`src/rtl/wsfce_pkg.sv`:
```
// ----------------------------------------------------------------------------
// wsfce_pkg
// Shared types, tags, status codes and the PCM-to-float conversion.
// ----------------------------------------------------------------------------
`default_nettype none

package wsfce_pkg;

  localparam logic [31:0] TAG_RIFF = 32'h4646_4952;
  localparam logic [31:0] TAG_WAVE = 32'h4556_4157;
  localparam logic [31:0] TAG_FMT  = 32'h2074_6d66;
  localparam logic [31:0] TAG_DATA = 32'h6174_6164;

  localparam logic [15:0] ENC_PCM        = 16'h0001;
  localparam logic [15:0] ENC_FLOAT      = 16'h0003;
  localparam logic [15:0] ENC_EXTENSIBLE = 16'hfffe;

  localparam logic [31:0] RATE_RESET = 32'd16000;

  localparam logic [3:0] ST_OK          = 4'd0;
  localparam logic [3:0] ST_NOT_RIFF    = 4'd1;
  localparam logic [3:0] ST_PAST_END    = 4'd2;
  localparam logic [3:0] ST_FMT_SHORT   = 4'd3;
  localparam logic [3:0] ST_NO_SUBFMT   = 4'd4;
  localparam logic [3:0] ST_DATA_NO_FMT = 4'd5;
  localparam logic [3:0] ST_NO_CHANNELS = 4'd6;
  localparam logic [3:0] ST_WRONG_RATE  = 4'd7;
  localparam logic [3:0] ST_BAD_ENC     = 4'd8;
  localparam logic [3:0] ST_NO_DATA     = 4'd9;

  // APB register indexes
  localparam logic REG_FILE_LENGTH   = 1'b0;
  localparam logic REG_REQUIRED_RATE = 1'b1;

  typedef enum logic [2:0] {
    PH_RIFF,
    PH_HEAD,
    PH_FMT,
    PH_DATA,
    PH_SKIP,
    PH_PAD,
    PH_DONE
  } phase_t;

  typedef struct packed {
    logic [31:0] sample_bits;
    logic        has_sample;
    logic        finished;
    logic [3:0]  status;
  } result_t;

  // Exact signed 16-bit / 32768 as float32 bits.
  function automatic logic [31:0] pcm_to_float(input logic [15:0] raw);
    logic        sgn;
    logic [15:0] mag;
    logic [3:0]  msb;
    logic [7:0]  expo;
    logic [31:0] shifted;
    sgn = raw[15];
    mag = sgn ? (16'd0 - raw) : raw;
    msb = 4'd0;
    for (int i = 0; i < 16; i++) begin
      if (mag[i]) msb = 4'(i);
    end
    if (mag == 16'd0) begin
      pcm_to_float = 32'd0;
    end else begin
      expo    = 8'd112 + {4'd0, msb};
      shifted = {16'd0, mag} << (5'd23 - {1'b0, msb});
      pcm_to_float = {sgn, expo, shifted[22:0]};
    end
  endfunction

endpackage

`default_nettype wire

```
`src/rtl/wsfce_parse.sv`:
```
// ----------------------------------------------------------------------------
// wsfce_parse
// Parser state and one-byte next-state logic; pushes at most one result.
// ----------------------------------------------------------------------------
`default_nettype none

module wsfce_parse (
  input  wire logic               clk,
  input  wire logic               rst,
  input  wire logic               restart,
  input  wire logic [31:0]        file_length,
  input  wire logic [31:0]        required_rate,
  input  wire logic               accept,
  input  wire logic [7:0]         file_byte,
  output logic                    push,
  output wsfce_pkg::result_t      res
);

  wsfce_pkg::phase_t phase, phase_next;
  logic [31:0] pos, pos_next;
  logic [31:0] tag, tag_next;
  logic [31:0] csize, csize_next;
  logic [31:0] offset, offset_next;
  logic [15:0] enc, enc_next;
  logic [15:0] chans, chans_next;
  logic [31:0] rate, rate_next;
  logic [15:0] bits, bits_next;
  logic        seen, seen_next;
  logic [31:0] asm_w, asm_next;
  logic [31:0] fstart, fstart_next;

  always_ff @(posedge clk) begin
    if (rst || restart) begin
      phase  <= wsfce_pkg::PH_RIFF;
      pos    <= '0;
      tag    <= '0;
      csize  <= '0;
      offset <= '0;
      enc    <= '0;
      chans  <= '0;
      rate   <= '0;
      bits   <= '0;
      seen   <= 1'b0;
      asm_w  <= '0;
      fstart <= '0;
    end else if (accept) begin
      phase  <= phase_next;
      pos    <= pos_next;
      tag    <= tag_next;
      csize  <= csize_next;
      offset <= offset_next;
      enc    <= enc_next;
      chans  <= chans_next;
      rate   <= rate_next;
      bits   <= bits_next;
      seen   <= seen_next;
      asm_w  <= asm_next;
      fstart <= fstart_next;
    end
  end

  logic [4:0]  sh;
  logic [2:0]  h;
  logic [31:0] o_inc;
  logic [32:0] bnd_end;
  logic [31:0] rel;
  logic [2:0]  sb;
  logic [17:0] fb;
  logic        is16;

  always_comb begin
    phase_next  = phase;
    pos_next    = pos;
    tag_next    = tag;
    csize_next  = csize;
    offset_next = offset;
    enc_next    = enc;
    chans_next  = chans;
    rate_next   = rate;
    bits_next   = bits;
    seen_next   = seen;
    asm_next    = asm_w;
    fstart_next = fstart;
    push        = 1'b0;
    res         = '0;
    sh          = '0;
    h           = offset[2:0];
    o_inc       = offset + 32'd1;
    bnd_end     = {1'b0, pos_next} + 33'd8;
    is16        = (bits == 16'd16);
    sb          = is16 ? 3'd2 : 3'd4;
    fb          = is16 ? {1'b0, chans, 1'b0} : {chans, 2'b00};
    rel         = offset - fstart;

    if (phase != wsfce_pkg::PH_DONE && pos < file_length) begin
      pos_next = pos + 32'd1;
      bnd_end  = {1'b0, pos_next} + 33'd8;
      unique case (phase)
        wsfce_pkg::PH_RIFF: begin
          sh = {pos[1:0], 3'b000};
          asm_next = (pos[1:0] == 2'd0) ? {24'd0, file_byte}
                                        : (asm_w | ({24'd0, file_byte} << sh));
          if (pos == 32'd0 && file_length < 32'd12) begin
            push = 1'b1; res.finished = 1'b1; res.status = wsfce_pkg::ST_NOT_RIFF;
          end else if (pos_next == 32'd4 && asm_next != wsfce_pkg::TAG_RIFF) begin
            push = 1'b1; res.finished = 1'b1; res.status = wsfce_pkg::ST_NOT_RIFF;
          end else if (pos_next == 32'd12) begin
            if (asm_next != wsfce_pkg::TAG_WAVE) begin
              push = 1'b1; res.finished = 1'b1; res.status = wsfce_pkg::ST_NOT_RIFF;
            end else if (bnd_end > {1'b0, file_length}) begin
              push = 1'b1; res.finished = 1'b1; res.status = wsfce_pkg::ST_NO_DATA;
            end else begin
              phase_next = wsfce_pkg::PH_HEAD;
              offset_next = '0;
            end
          end
        end
        wsfce_pkg::PH_HEAD: begin
          sh = {h[1:0], 3'b000};
          if (!h[2]) begin
            tag_next = (h == 3'd0) ? {24'd0, file_byte} : (tag | ({24'd0, file_byte} << sh));
          end else begin
            csize_next = (h == 3'd4) ? {24'd0, file_byte}
                                     : (csize | ({24'd0, file_byte} << sh));
          end
          offset_next = {29'd0, h} + 32'd1;
          if (h == 3'd7) begin
            offset_next = '0;
            // header complete: validate against the remaining length
            if (csize_next > file_length - pos_next) begin
              push = 1'b1; res.finished = 1'b1; res.status = wsfce_pkg::ST_PAST_END;
            end else if (tag_next == wsfce_pkg::TAG_FMT) begin
              if (csize_next < 32'd16) begin
                push = 1'b1; res.finished = 1'b1; res.status = wsfce_pkg::ST_FMT_SHORT;
              end else begin
                seen_next  = 1'b1;
                phase_next = wsfce_pkg::PH_FMT;
              end
            end else if (tag_next == wsfce_pkg::TAG_DATA) begin
              if (!seen) begin
                push = 1'b1; res.finished = 1'b1; res.status = wsfce_pkg::ST_DATA_NO_FMT;
              end else if (chans == 16'd0) begin
                push = 1'b1; res.finished = 1'b1; res.status = wsfce_pkg::ST_NO_CHANNELS;
              end else if (rate != required_rate) begin
                push = 1'b1; res.finished = 1'b1; res.status = wsfce_pkg::ST_WRONG_RATE;
              end else if (!((enc == wsfce_pkg::ENC_PCM && bits == 16'd16) ||
                             (enc == wsfce_pkg::ENC_FLOAT && bits == 16'd32))) begin
                push = 1'b1; res.finished = 1'b1; res.status = wsfce_pkg::ST_BAD_ENC;
              end else begin
                fstart_next = '0;
                asm_next    = '0;
                if (csize_next == 32'd0) begin
                  push = 1'b1; res.finished = 1'b1; res.status = wsfce_pkg::ST_OK;
                end else begin
                  phase_next = wsfce_pkg::PH_DATA;
                end
              end
            end else if (csize_next == 32'd0) begin
              if (bnd_end > {1'b0, file_length}) begin
                push = 1'b1; res.finished = 1'b1; res.status = wsfce_pkg::ST_NO_DATA;
              end else begin
                phase_next = wsfce_pkg::PH_HEAD;
              end
            end else begin
              phase_next = wsfce_pkg::PH_SKIP;
            end
          end
        end
        wsfce_pkg::PH_FMT: begin
          offset_next = o_inc;
          if (offset == 32'd0)      enc_next = {enc[15:8], file_byte};
          else if (offset == 32'd1) enc_next = {file_byte, enc[7:0]};
          else if (offset == 32'd2) chans_next = {chans[15:8], file_byte};
          else if (offset == 32'd3) chans_next = {file_byte, chans[7:0]};
          else if (offset == 32'd4) rate_next = {rate[31:8], file_byte};
          else if (offset == 32'd5) rate_next = {rate[31:16], file_byte, rate[7:0]};
          else if (offset == 32'd6) rate_next = {rate[31:24], file_byte, rate[15:0]};
          else if (offset == 32'd7) rate_next = {file_byte, rate[23:0]};
          else if (offset == 32'd14) bits_next = {bits[15:8], file_byte};
          else if (offset == 32'd15) bits_next = {file_byte, bits[7:0]};
          else if (offset == 32'd24) asm_next = {24'd0, file_byte};
          else if (offset == 32'd25 && enc == wsfce_pkg::ENC_EXTENSIBLE)
            enc_next = {file_byte, asm_w[7:0]};
          bnd_end = {1'b0, pos_next} + {32'd0, csize[0]} + 33'd8;
          if (offset == 32'd1 && enc_next == wsfce_pkg::ENC_EXTENSIBLE &&
              csize < 32'd26) begin
            push = 1'b1; res.finished = 1'b1; res.status = wsfce_pkg::ST_NO_SUBFMT;
          end else if (o_inc == csize) begin
            if (bnd_end > {1'b0, file_length}) begin
              push = 1'b1; res.finished = 1'b1; res.status = wsfce_pkg::ST_NO_DATA;
            end else begin
              phase_next  = csize[0] ? wsfce_pkg::PH_PAD : wsfce_pkg::PH_HEAD;
              offset_next = '0;
            end
          end
        end
        wsfce_pkg::PH_DATA: begin
          offset_next = o_inc;
          if (rel < {29'd0, sb}) begin
            sh = {rel[1:0], 3'b000};
            asm_next = (rel == 32'd0) ? {24'd0, file_byte}
                                      : (asm_w | ({24'd0, file_byte} << sh));
            if (rel == {29'd0, sb - 3'd1} &&
                ({1'b0, fstart} + {15'd0, fb}) <= {1'b0, csize}) begin
              res.has_sample  = 1'b1;
              res.sample_bits = is16 ? wsfce_pkg::pcm_to_float(asm_next[15:0]) : asm_next;
            end
          end
          if (({1'b0, rel} + 33'd1) == {15'd0, fb}) fstart_next = o_inc;
          if (o_inc == csize) begin
            push = 1'b1; res.finished = 1'b1; res.status = wsfce_pkg::ST_OK;
          end else if (res.has_sample) begin
            push = 1'b1;
          end
        end
        wsfce_pkg::PH_SKIP: begin
          offset_next = o_inc;
          bnd_end = {1'b0, pos_next} + {32'd0, csize[0]} + 33'd8;
          if (o_inc == csize) begin
            if (bnd_end > {1'b0, file_length}) begin
              push = 1'b1; res.finished = 1'b1; res.status = wsfce_pkg::ST_NO_DATA;
            end else begin
              phase_next  = csize[0] ? wsfce_pkg::PH_PAD : wsfce_pkg::PH_HEAD;
              offset_next = '0;
            end
          end
        end
        wsfce_pkg::PH_PAD: begin
          phase_next  = wsfce_pkg::PH_HEAD;
          offset_next = '0;
        end
        default: begin
          phase_next = wsfce_pkg::PH_DONE;
        end
      endcase
      if (res.finished) phase_next = wsfce_pkg::PH_DONE;
    end
  end

endmodule

`default_nettype wire

```
`src/rtl/wsfce_obuf.sv`:
```
// ----------------------------------------------------------------------------
// wsfce_obuf
// Two-word result queue; head word drives the output channel.
// ----------------------------------------------------------------------------
`default_nettype none

module wsfce_obuf (
  input  wire logic               clk,
  input  wire logic               rst,
  input  wire logic               push,
  input  wire wsfce_pkg::result_t push_word,
  output logic                    full,
  output logic                    out_valid,
  input  wire logic               out_stall,
  output wsfce_pkg::result_t      head
);

  wsfce_pkg::result_t ent1;
  logic [1:0] count;
  logic       pop;

  assign out_valid = (count != 2'd0);
  assign full      = (count == 2'd2);
  assign pop       = out_valid && !out_stall;

  always_ff @(posedge clk) begin
    if (rst) begin
      count <= '0;
    end else begin
      count <= count + {1'b0, push} - {1'b0, pop};
    end
  end

  always_ff @(posedge clk) begin
    if (pop) begin
      if (count == 2'd2) begin
        head <= ent1;
        if (push) ent1 <= push_word;
      end else if (push) begin
        head <= push_word;
      end
    end else if (push) begin
      if (count == 2'd0) head <= push_word;
      else ent1 <= push_word;
    end
  end

endmodule

`default_nettype wire

```
`src/rtl/wav_stream_first_channel_extractor.sv`:
```
// ----------------------------------------------------------------------------
// wav_stream_first_channel_extractor
// Parses a RIFF/WAVE byte stream and emits first-channel samples as float32.
// ----------------------------------------------------------------------------
//
//  channel  | handshake              | payload
//  ---------+------------------------+-----------------------------------------
//  input    | in_valid / in_stall    | file_byte
//  output   | out_valid / out_stall  | sample_bits, has_sample, finished, status
//  config   | APB psel/penable/...   | file_length (0x0), required_rate (0x4)
//
// One byte per cycle while in_stall is low: each accepted byte updates the
// parser registers and may push one result word into a two-entry output queue.
// in_stall rises only when both queue entries hold words not yet taken.
// Synchronous reset clears parser state and the queue; required_rate resets
// to 16000 and file_length to zero. Writing file_length restarts parsing.
// Bytes after the final result, or beyond file_length, are taken and dropped.
// ----------------------------------------------------------------------------
`default_nettype none

module wav_stream_first_channel_extractor (
  input  wire logic        clk,
  input  wire logic        rst,
  // byte input
  input  wire logic        in_valid,
  output logic             in_stall,
  input  wire logic [7:0]  file_byte,
  // result output
  output logic             out_valid,
  input  wire logic        out_stall,
  output logic [31:0]      sample_bits,
  output logic             has_sample,
  output logic             finished,
  output logic [3:0]       status,
  // APB configuration
  input  wire logic        psel,
  input  wire logic        penable,
  input  wire logic        pwrite,
  input  wire logic [2:0]  paddr,
  input  wire logic [31:0] pwdata,
  output logic [31:0]      prdata,
  output logic             pready
);

  logic [31:0] file_length;
  logic [31:0] required_rate;
  logic        wr_en;
  logic        restart;
  logic        full;
  logic        accept;
  logic        push;
  wsfce_pkg::result_t res;
  wsfce_pkg::result_t head;

  assign pready  = 1'b1;
  assign wr_en   = psel && penable && pwrite;
  assign restart = wr_en && (paddr[2] == wsfce_pkg::REG_FILE_LENGTH);
  assign prdata  = (paddr[2] == wsfce_pkg::REG_FILE_LENGTH) ? file_length : required_rate;

  // hold config registers; write file_length restarts the parser
  always_ff @(posedge clk) begin
    if (rst) begin
      file_length   <= '0;
      required_rate <= wsfce_pkg::RATE_RESET;
    end else if (wr_en) begin
      if (paddr[2] == wsfce_pkg::REG_FILE_LENGTH) file_length <= pwdata;
      else required_rate <= pwdata;
    end
  end

  assign in_stall = full;
  assign accept   = in_valid && !full;

  wsfce_parse u_parse (
    .clk           (clk),
    .rst           (rst),
    .restart       (restart),
    .file_length   (file_length),
    .required_rate (required_rate),
    .accept        (accept),
    .file_byte     (file_byte),
    .push          (push),
    .res           (res)
  );

  wsfce_obuf u_obuf (
    .clk       (clk),
    .rst       (rst),
    .push      (push && accept),
    .push_word (res),
    .full      (full),
    .out_valid (out_valid),
    .out_stall (out_stall),
    .head      (head)
  );

  assign sample_bits = head.sample_bits;
  assign has_sample  = head.has_sample;
  assign finished    = head.finished;
  assign status      = head.status;

endmodule

`default_nettype wire
```
`config.mk`:
```
export PLATFORM = sky130hd
export DESIGN_NAME = wav_stream_first_channel_extractor
export DESIGN_NICKNAME = d
export VERILOG_FILES = /design/src/rtl/wsfce_pkg.sv /design/src/rtl/wsfce_parse.sv /design/src/rtl/wsfce_obuf.sv /design/src/rtl/wav_stream_first_channel_extractor.sv
export SDC_FILE = /design/constraint.sdc
export NUM_CORES = 2
export LEC_CHECK = 0
export BUFFER_PORTS_ARGS = -buffer_cell sky130_fd_sc_hd__buf_4
export CAP_MARGIN = 10
export CORE_MARGIN = 1.5
export CORE_UTILIZATION = 30
export DETAILED_ROUTE_END_ITERATION = 8
export GPL_TIMING_DRIVEN = 1
export PLACE_DENSITY = 0.51
export SLEW_MARGIN = 0
export SYNTH_ARGS = -nofsm -noshare
export SYNTH_HDL_FRONTEND = slang
export SYNTH_HIERARCHICAL = 1
export SYNTH_SLANG_ARGS = --single-unit
```
`constraint.sdc`:
```
create_clock -name clk -period 26.5 [get_ports clk]
set_input_delay 0 -clock clk [delete_from_list [all_inputs] [get_ports clk]]
set_output_delay 0 -clock clk [all_outputs]
set_load 0.05 [all_outputs]
```
# == Word-level counts from Yosys, hierarchy flattened ==
# Cells that the tools add are included.
# op_classes
n_addsub,16
order_cmp,9
n_eq_ne,78
n_shift,4
muxes,169
bitwise_logic,16
reduce_logical,56
# ops
op,count
$mux 32,43
$mux 38,10
$mux 16,16
$pmux 32 s6,1
$mux 33,5
$eq 32x3->1 const B,5
$logic_not 32->1,4
$or 32x32->32,4
$pmux 32 s4,1
$mux 5,21
$eq 32x4->1 const B,3
$shl 8x5->32,3
$mux 3,26
$gt 33x32->1,2
$add 32x1->32 const B,2
$eq 32x2->1 const B,2
$eq 32x5->1 const B,2
$lt 32x5->1 const B,2
$ne 32x31->1 const B,2
$pmux 32 s2,1
$sub 32x32->32,2
$mux 4,12
$ne 2x2->1 const B,19
$add 32x1->33,1
69 further kinds,159
# totals
ff_bits,418
in_bits,50
wordCells,376

# == Longest topological paths before layout ==
# logic_depth
depth_word,41
depth_mapped,46
ltp_nobuf,43

# == Modules after synthesis ==
# The synthesis kept the hierarchy.
# modules_own_cells
module,instances,cells_each,area_each_um2,seq_area_each_um2
wsfce_parse,1,3772,27226.1,5525.3
wav_stream_first_channel_extractor,1,291,3106.7,1281.2
wsfce_obuf,1,135,2965.3,2322.2

# == Least setup slack after synthesis ==
# No wires, ideal clock.
# synth_timing
path_type,reg2reg
from,register u_parse.bits[12]
to,"register, netlist name u_obuf/head[0]"
setup_ns,0.447
arrival_ns,8.991
path_slack_ns,17.062
path_stages_with_launch,46
path_cell_list,dfxtp_1 -> nor4_1 -> nand4_1 -> or2_2 -> clkbuf_1 -> inv_2 -> buf_2 -> clkbuf_1 -> buf_2 -> o21ai_0 -> inv_1 -> fa_1 -> nor2b_1 -> o21ai_0 -> a21boi_0 -> o21ai_0 -> a21boi_0 -> o21ai_0 -> [10 not listed] -> a21o_1 -> nand2_1 -> nor2_1 -> xnor2_1 -> ha_1 -> nand4_1 -> nor2_1 -> nand4_1 -> a211oi_1 -> nand2_1 -> nor2_1 -> o311ai_0 -> or2_2 -> a21oi_1 -> and2_1 -> inv_1 -> mux2_2 -> o22ai_1
# synth_between
elab_chain_len,16
elab_cells_between_ends,33
classes_between,2 x add/sub; 2 x order compare; 3 x eq/ne; 18 x mux; 8 x reduce/logical
# synth_rtl
element,line_no,rtl
start: declaration,wsfce_parse.sv:27,"logic [15:0] bits, bits_next;"
start signal: assignment,wsfce_parse.sv:55,bits <= bits_next;
$eq 16x5->1 / $eq 16x6->1 (equally long branches),"wsfce_parse.sv:90, wsfce_parse.sv:146, wsfce_parse.sv:147",
"$mux 18, or another cell as far along",wsfce_parse.sv:92,"fb = is16 ? {1'b0, chans, 1'b0} : {chans, 2'b00};"
"$add 32x18->33, or another cell as far along",wsfce_parse.sv:204,"({1'b0, fstart} + {15'd0, fb}) <= {1'b0, csize}) begin"
"$le 33x32->1, or another cell as far along",wsfce_parse.sv:204,
$logic_and 1x1->1 / $mux 1 (equally long branches),"wsfce_parse.sv:203, wsfce_parse.sv:144",
$mux 33 / $mux 1 (equally long branches),"wsfce_parse.sv:203, wsfce_parse.sv:142",
$mux 33 / $mux 1 (equally long branches),"wsfce_parse.sv:199, wsfce_parse.sv:140",
$mux 33 / $mux 1 (equally long branches),"wsfce_parse.sv:98, wsfce_parse.sv:139",
$mux 33 / $mux 1 (equally long branches),"wsfce_parse.sv:95, wsfce_parse.sv:132",
$mux 1 (on tied branches),"wsfce_parse.sv:212, wsfce_parse.sv:130",
$mux 1 (on tied branches),"wsfce_parse.sv:210, wsfce_parse.sv:127",
$pmux 1 s5 *,wsfce_parse.sv:98,unique case (phase)
$mux 1 *,wsfce_parse.sv:95,if (phase != wsfce_pkg::PH_DONE && pos < file_length) begin
via push,wav_stream_first_channel_extractor.sv:51,logic push;
$logic_and 1x1->1 *,wav_stream_first_channel_extractor.sv:89,".push (push && accept),"
$reduce_bool 2->1 (no source line),n/a,
$reduce_and 3->1 (no source line) *,n/a,
# The timed path passes the listed nets; every way through them passes the cells marked *. The select of a mux whose other input is x is not followed.
# A chain may end at the register's enable or synchronous reset.

# == Worst setup path after layout ==
# layout_timing
from,register u_parse.bits[0]
to,"register, netlist name u_obuf/head[11]"
# layout_between
elab_chain_len,16
elab_cells_between_ends,33
classes_between,2 x add/sub; 2 x order compare; 3 x eq/ne; 18 x mux; 8 x reduce/logical
# layout_rtl
element,line_no
$eq 16x5->1 / $eq 16x6->1 (equally long branches),"wsfce_parse.sv:90, wsfce_parse.sv:146, wsfce_parse.sv:147"
"$mux 18, or another cell as far along",wsfce_parse.sv:92
"$add 32x18->33, or another cell as far along",wsfce_parse.sv:204
"$le 33x32->1, or another cell as far along",wsfce_parse.sv:204
$logic_and 1x1->1 / $mux 1 (equally long branches),"wsfce_parse.sv:203, wsfce_parse.sv:144"
$mux 33 / $mux 1 (equally long branches),"wsfce_parse.sv:203, wsfce_parse.sv:142"
$mux 33 / $mux 1 (equally long branches),"wsfce_parse.sv:199, wsfce_parse.sv:140"
$mux 33 / $mux 1 (equally long branches),"wsfce_parse.sv:98, wsfce_parse.sv:139"
$mux 33 / $mux 1 (equally long branches),"wsfce_parse.sv:95, wsfce_parse.sv:132"
$mux 1 (on tied branches),"wsfce_parse.sv:212, wsfce_parse.sv:130"
$mux 1 (on tied branches),"wsfce_parse.sv:210, wsfce_parse.sv:127"
$pmux 1 s5 *,wsfce_parse.sv:98
$mux 1 *,wsfce_parse.sv:95
via push,wav_stream_first_channel_extractor.sv:51
$logic_and 1x1->1 *,wav_stream_first_channel_extractor.sv:89
$reduce_bool 2->1 (no source line),n/a
$reduce_and 3->1 (no source line) *,n/a
# Marks and branches as above.

==> flow_summary.yaml <==
grt:
  grtUsageTotal_pct: 20.1
  grt_pass1_vias: 29200
  antenna_found_initial: 2
  grtUsageMet1_pct: 28.8
  met3_usage_pct: 2.61
  grt_pass1_wl_mm: 178
  grt_overflow: 0
  grt-busiest-layer: "met2"
  use_met2_pct: 31.7
  grt_start_max_net_pins: 169
setup_path:
  reg2regPathDepth: 46
  cp_data_required_time_ns: 26.77
  crit_top_cell: "o21ai_0"
  r2r_slack_ns: 15.82
  cp-end-kind: "flop"
  max_stage_delay_ns: 0.46
  worstSetupPathType: "reg -> reg"
  arrival_ns: 10.95
  rr_startpoint: "u_parse/bits[0]$_SDFFE_PP0P_"
  cp_max_fo: 38
  timing.rr.end: "u_obuf/head[11]$_DFFE_PP_"
  start_kind: "flop"
  slowest_stage: "buf_4"
power_and_ir_drop:
  comb_power_share_pct: 33.5
  switching_share_pct: 38.3
  ir_drop_mv: 0.0540
  power.clock.fraction_pct: 33.8
  leakage_nw: 14.8
  p_per_area_nw_per_um2: 57.4
  internal_power_mw: 1.35
  seqPwrFrac_pct: 32.7
  p_switching_uw: 837
place:
  globalplace.congestion: 0.901
  placed_cells: 5674
  port_buffers: 119
  hpwl_mm: 86.6
sta:
  max_clock_freq_mhz: 93.6
  post-route-period-util_pct: 40.3
  finalHoldViolCount: 0
  fin_crit_ns: 10.68
  skew_ns: 0.0412
  drv_slew: 0
  rsz0062_at_grt: "false"
  tns_ns: 0
  worst_slew_pin_slew_ns: 1.22
  setup_viol: 0
  max_slew_margin_pct: 17.9
clock_tree:
  ctsHoldBuffers: 54
  postCtsSetupBuffers: 0
  cts_resized: 0
  path_clk_slew_ns: 0.06
  numCtsBuffers: 53
  tritoncts: "yes"
  clockBufferDepth: 3
  numClockSinks: 418
  cts_root_buf: "clkbuf_16"
  clk_latency_ns: 0.64
  h-tree-depth: 2
synth:
  synth_edf_count: 76
  ys_types: 102
  synth_seq_area_share_pct: 27.4
  syn_inst: 4198
  syn_area_um2: 33300
  synthFlopType: "dfxtp_1"
  async_flop_share_pct: 0
  ys_warn_count: 6
  syn_avg_cell_area_um2: 7.93
  synth_nets: 4509
  ys_ff_latch: 418
final_layout:
  area_growth_pct: 14.4
  nets: 4607
  mostFrequentLayoutCells: "nor2_1, nand2_1, a21oi_1"
  regArea_um2: 9130
  fillCellCount: 11600
  drive_above_1_share_pct: 9.50
  final_util_pct: 34.5
  multi_input_area_um2: 22700
  layout_commonest_cell: "nor2_1"
  fin_cells: 5828
floorplanning:
  fp.dieH_um: 336
  die-area_um2: 113000
  num_rows: 122
  die_x_um: 336
  fp.coreArea_um2: 110000
  start_util_pct: 30.2
  io_pins: 123
worst_hold_path:
  hold_path_class: "in -> reg"
  holdPathStages: 3
  hold_start: "paddr[2]"
  worst_hold_path.endpoint: "required_rate[31]$_SDFFE_PP0P_"
drt:
  ant_nets: 0
  firstDrtPassIters: 5
  wirelength_mm: 117
  wl_per_cell_um: 20.0
  vias_per_cell: 5.31
  drc: 0
  drt-initial-drc-count: 2558
  route.vias.total: 30900
run_status:
  status: "completed"
job:
  drv_cap: 0
through the flow:
stage               setup slack [ns]  hold slack [ns]  power, mW  cell area, um^2
global route                   15.09            0.227       2.29            38100
detailed placement             15.92            0.283       1.44            35800
global placement               16.03            0.274       1.44            35800
floorplan                      17.06           0.0716       1.21            33300
CTS                            15.89            0.168       2.20            38100
finish                         15.82            0.210       2.19            38100
worst max-delay path: cells and delay by family (launching register included):
kind | cells | cell delay (ns)
simple gates | 18 | 3.84
fa+ha+maj | 2 | 0.73
compound gates | 18 | 3.51
buf+inv | 6 | 1.40
mux | 1 | 0.30
flops | 1 | 0.31
xor+xnor | 1 | 0.16
sequential cells by signal, summed over array words and instances (netlist names):
register	count
file_length	32
u_parse/bits	16
u_parse/chans	16
u_parse/offset	32
u_parse/rate	32
u_parse/phase	3
u_parse/csize	32
u_obuf/ent1	38
u_parse/seen	1
u_obuf/count	2
u_parse/pos	32
u_parse/tag	32
u_parse/asm_w	32
required_rate	32
u_obuf/head	38
u_parse/fstart	32
u_parse/enc	16
synth_stat cells, drive strengths merged, types with 7 or more instances:
cell     instances  area (um^2)
a211o            7         61.3
a211oi          30          225
a21boi          12         90.1
a21o            70          526
a21oi          356         1800
a22oi           35          287
a31oi           14         87.6
a32oi            8         70.1
and2            22          138
and3            43          269
and4            13          114
buf             38          250
clkbuf         164          616
dfxtp          342         6850
edfxtp          76         2280
ha             258         3230
inv            171          642
mux2            75          920
mux2i          198         1980
nand2          355         1330
nand2b         144          908
nand3          101          505
nand3b          14          105
nand4           92          591
nor2           563         2120
nor2b           55          344
nor3           102          522
nor3b            8         60.1
nor4            82          534
o2111ai          8         70.1
o211ai          13         97.6
o21a            36          278
o21ai          148          752
o22ai           26          169
o31ai            9         67.6
or2             23          144
or3             54          338
or4             10         78.8
xnor2          219         1930
xor2           107          937
worst max-delay path by stage:
stage / start / endpoint / cells past startpoint
2_1_floorplan: u_parse/bits[12]$_SDFFE_PP0P_ / u_obuf/head[0]$_DFFE_PP_ / 45
3_3_place_gp: u_parse/bits[0]$_SDFFE_PP0P_ / u_obuf/head[11]$_DFFE_PP_ / 46
3_5_place_dp: u_parse/bits[0]$_SDFFE_PP0P_ / u_obuf/head[7]$_DFFE_PP_ / 46
4_1_cts: u_parse/bits[0]$_SDFFE_PP0P_ / u_obuf/head[4]$_DFFE_PP_ / 46
5_1_grt: u_parse/bits[10]$_SDFFE_PP0P_ / u_obuf/head[4]$_DFFE_PP_ / 46
6_report: u_parse/bits[0]$_SDFFE_PP0P_ / u_obuf/head[11]$_DFFE_PP_ / 46
metal layers:
layer  part of all wire [%]  vias to the layer above
met5                  0.011                        -
met4                    2.2                        2
met3                    5.7                      161
met2                     44                      902
met1                     48                    14800
li1                       -                    15100
cell families after synthesis:
family                   share of synthesized area, %
AO/OA/AOI/OAI                                    16.1
XOR/XNOR                                         8.60
adder cells (fa/ha/maj)                          9.87
buffers and inverters                            4.55
flip-flops                                       27.4
multiplexers                                     8.78
other                                          0.0113
AND/OR/NAND/NOR                                  24.7
power by group through the flow:
stage / clock [mW] / combinational, mW / sequential [mW]
6_report: 0.739 / 0.734 / 0.715
5_1_grt: 0.782 / 0.796 / 0.717
4_1_cts: 0.759 / 0.724 / 0.714
3_5_place_dp: 0 / 0.715 / 0.727
3_3_place_gp: 0 / 0.714 / 0.727
2_1_floorplan: 0 / 0.466 / 0.745
cell type report:
class,count,share of cell area (%)
clock buffers,71,3.87
multi-input cells,3405,59.6
flip-flops and latches,418,24.0
clock inverters,27,0.742
repair buffers,245,5.21
inverters,173,1.70
diodes,1,0.00657
well taps,1488,4.89
Note: power is estimated with default switching activity, not from simulation.
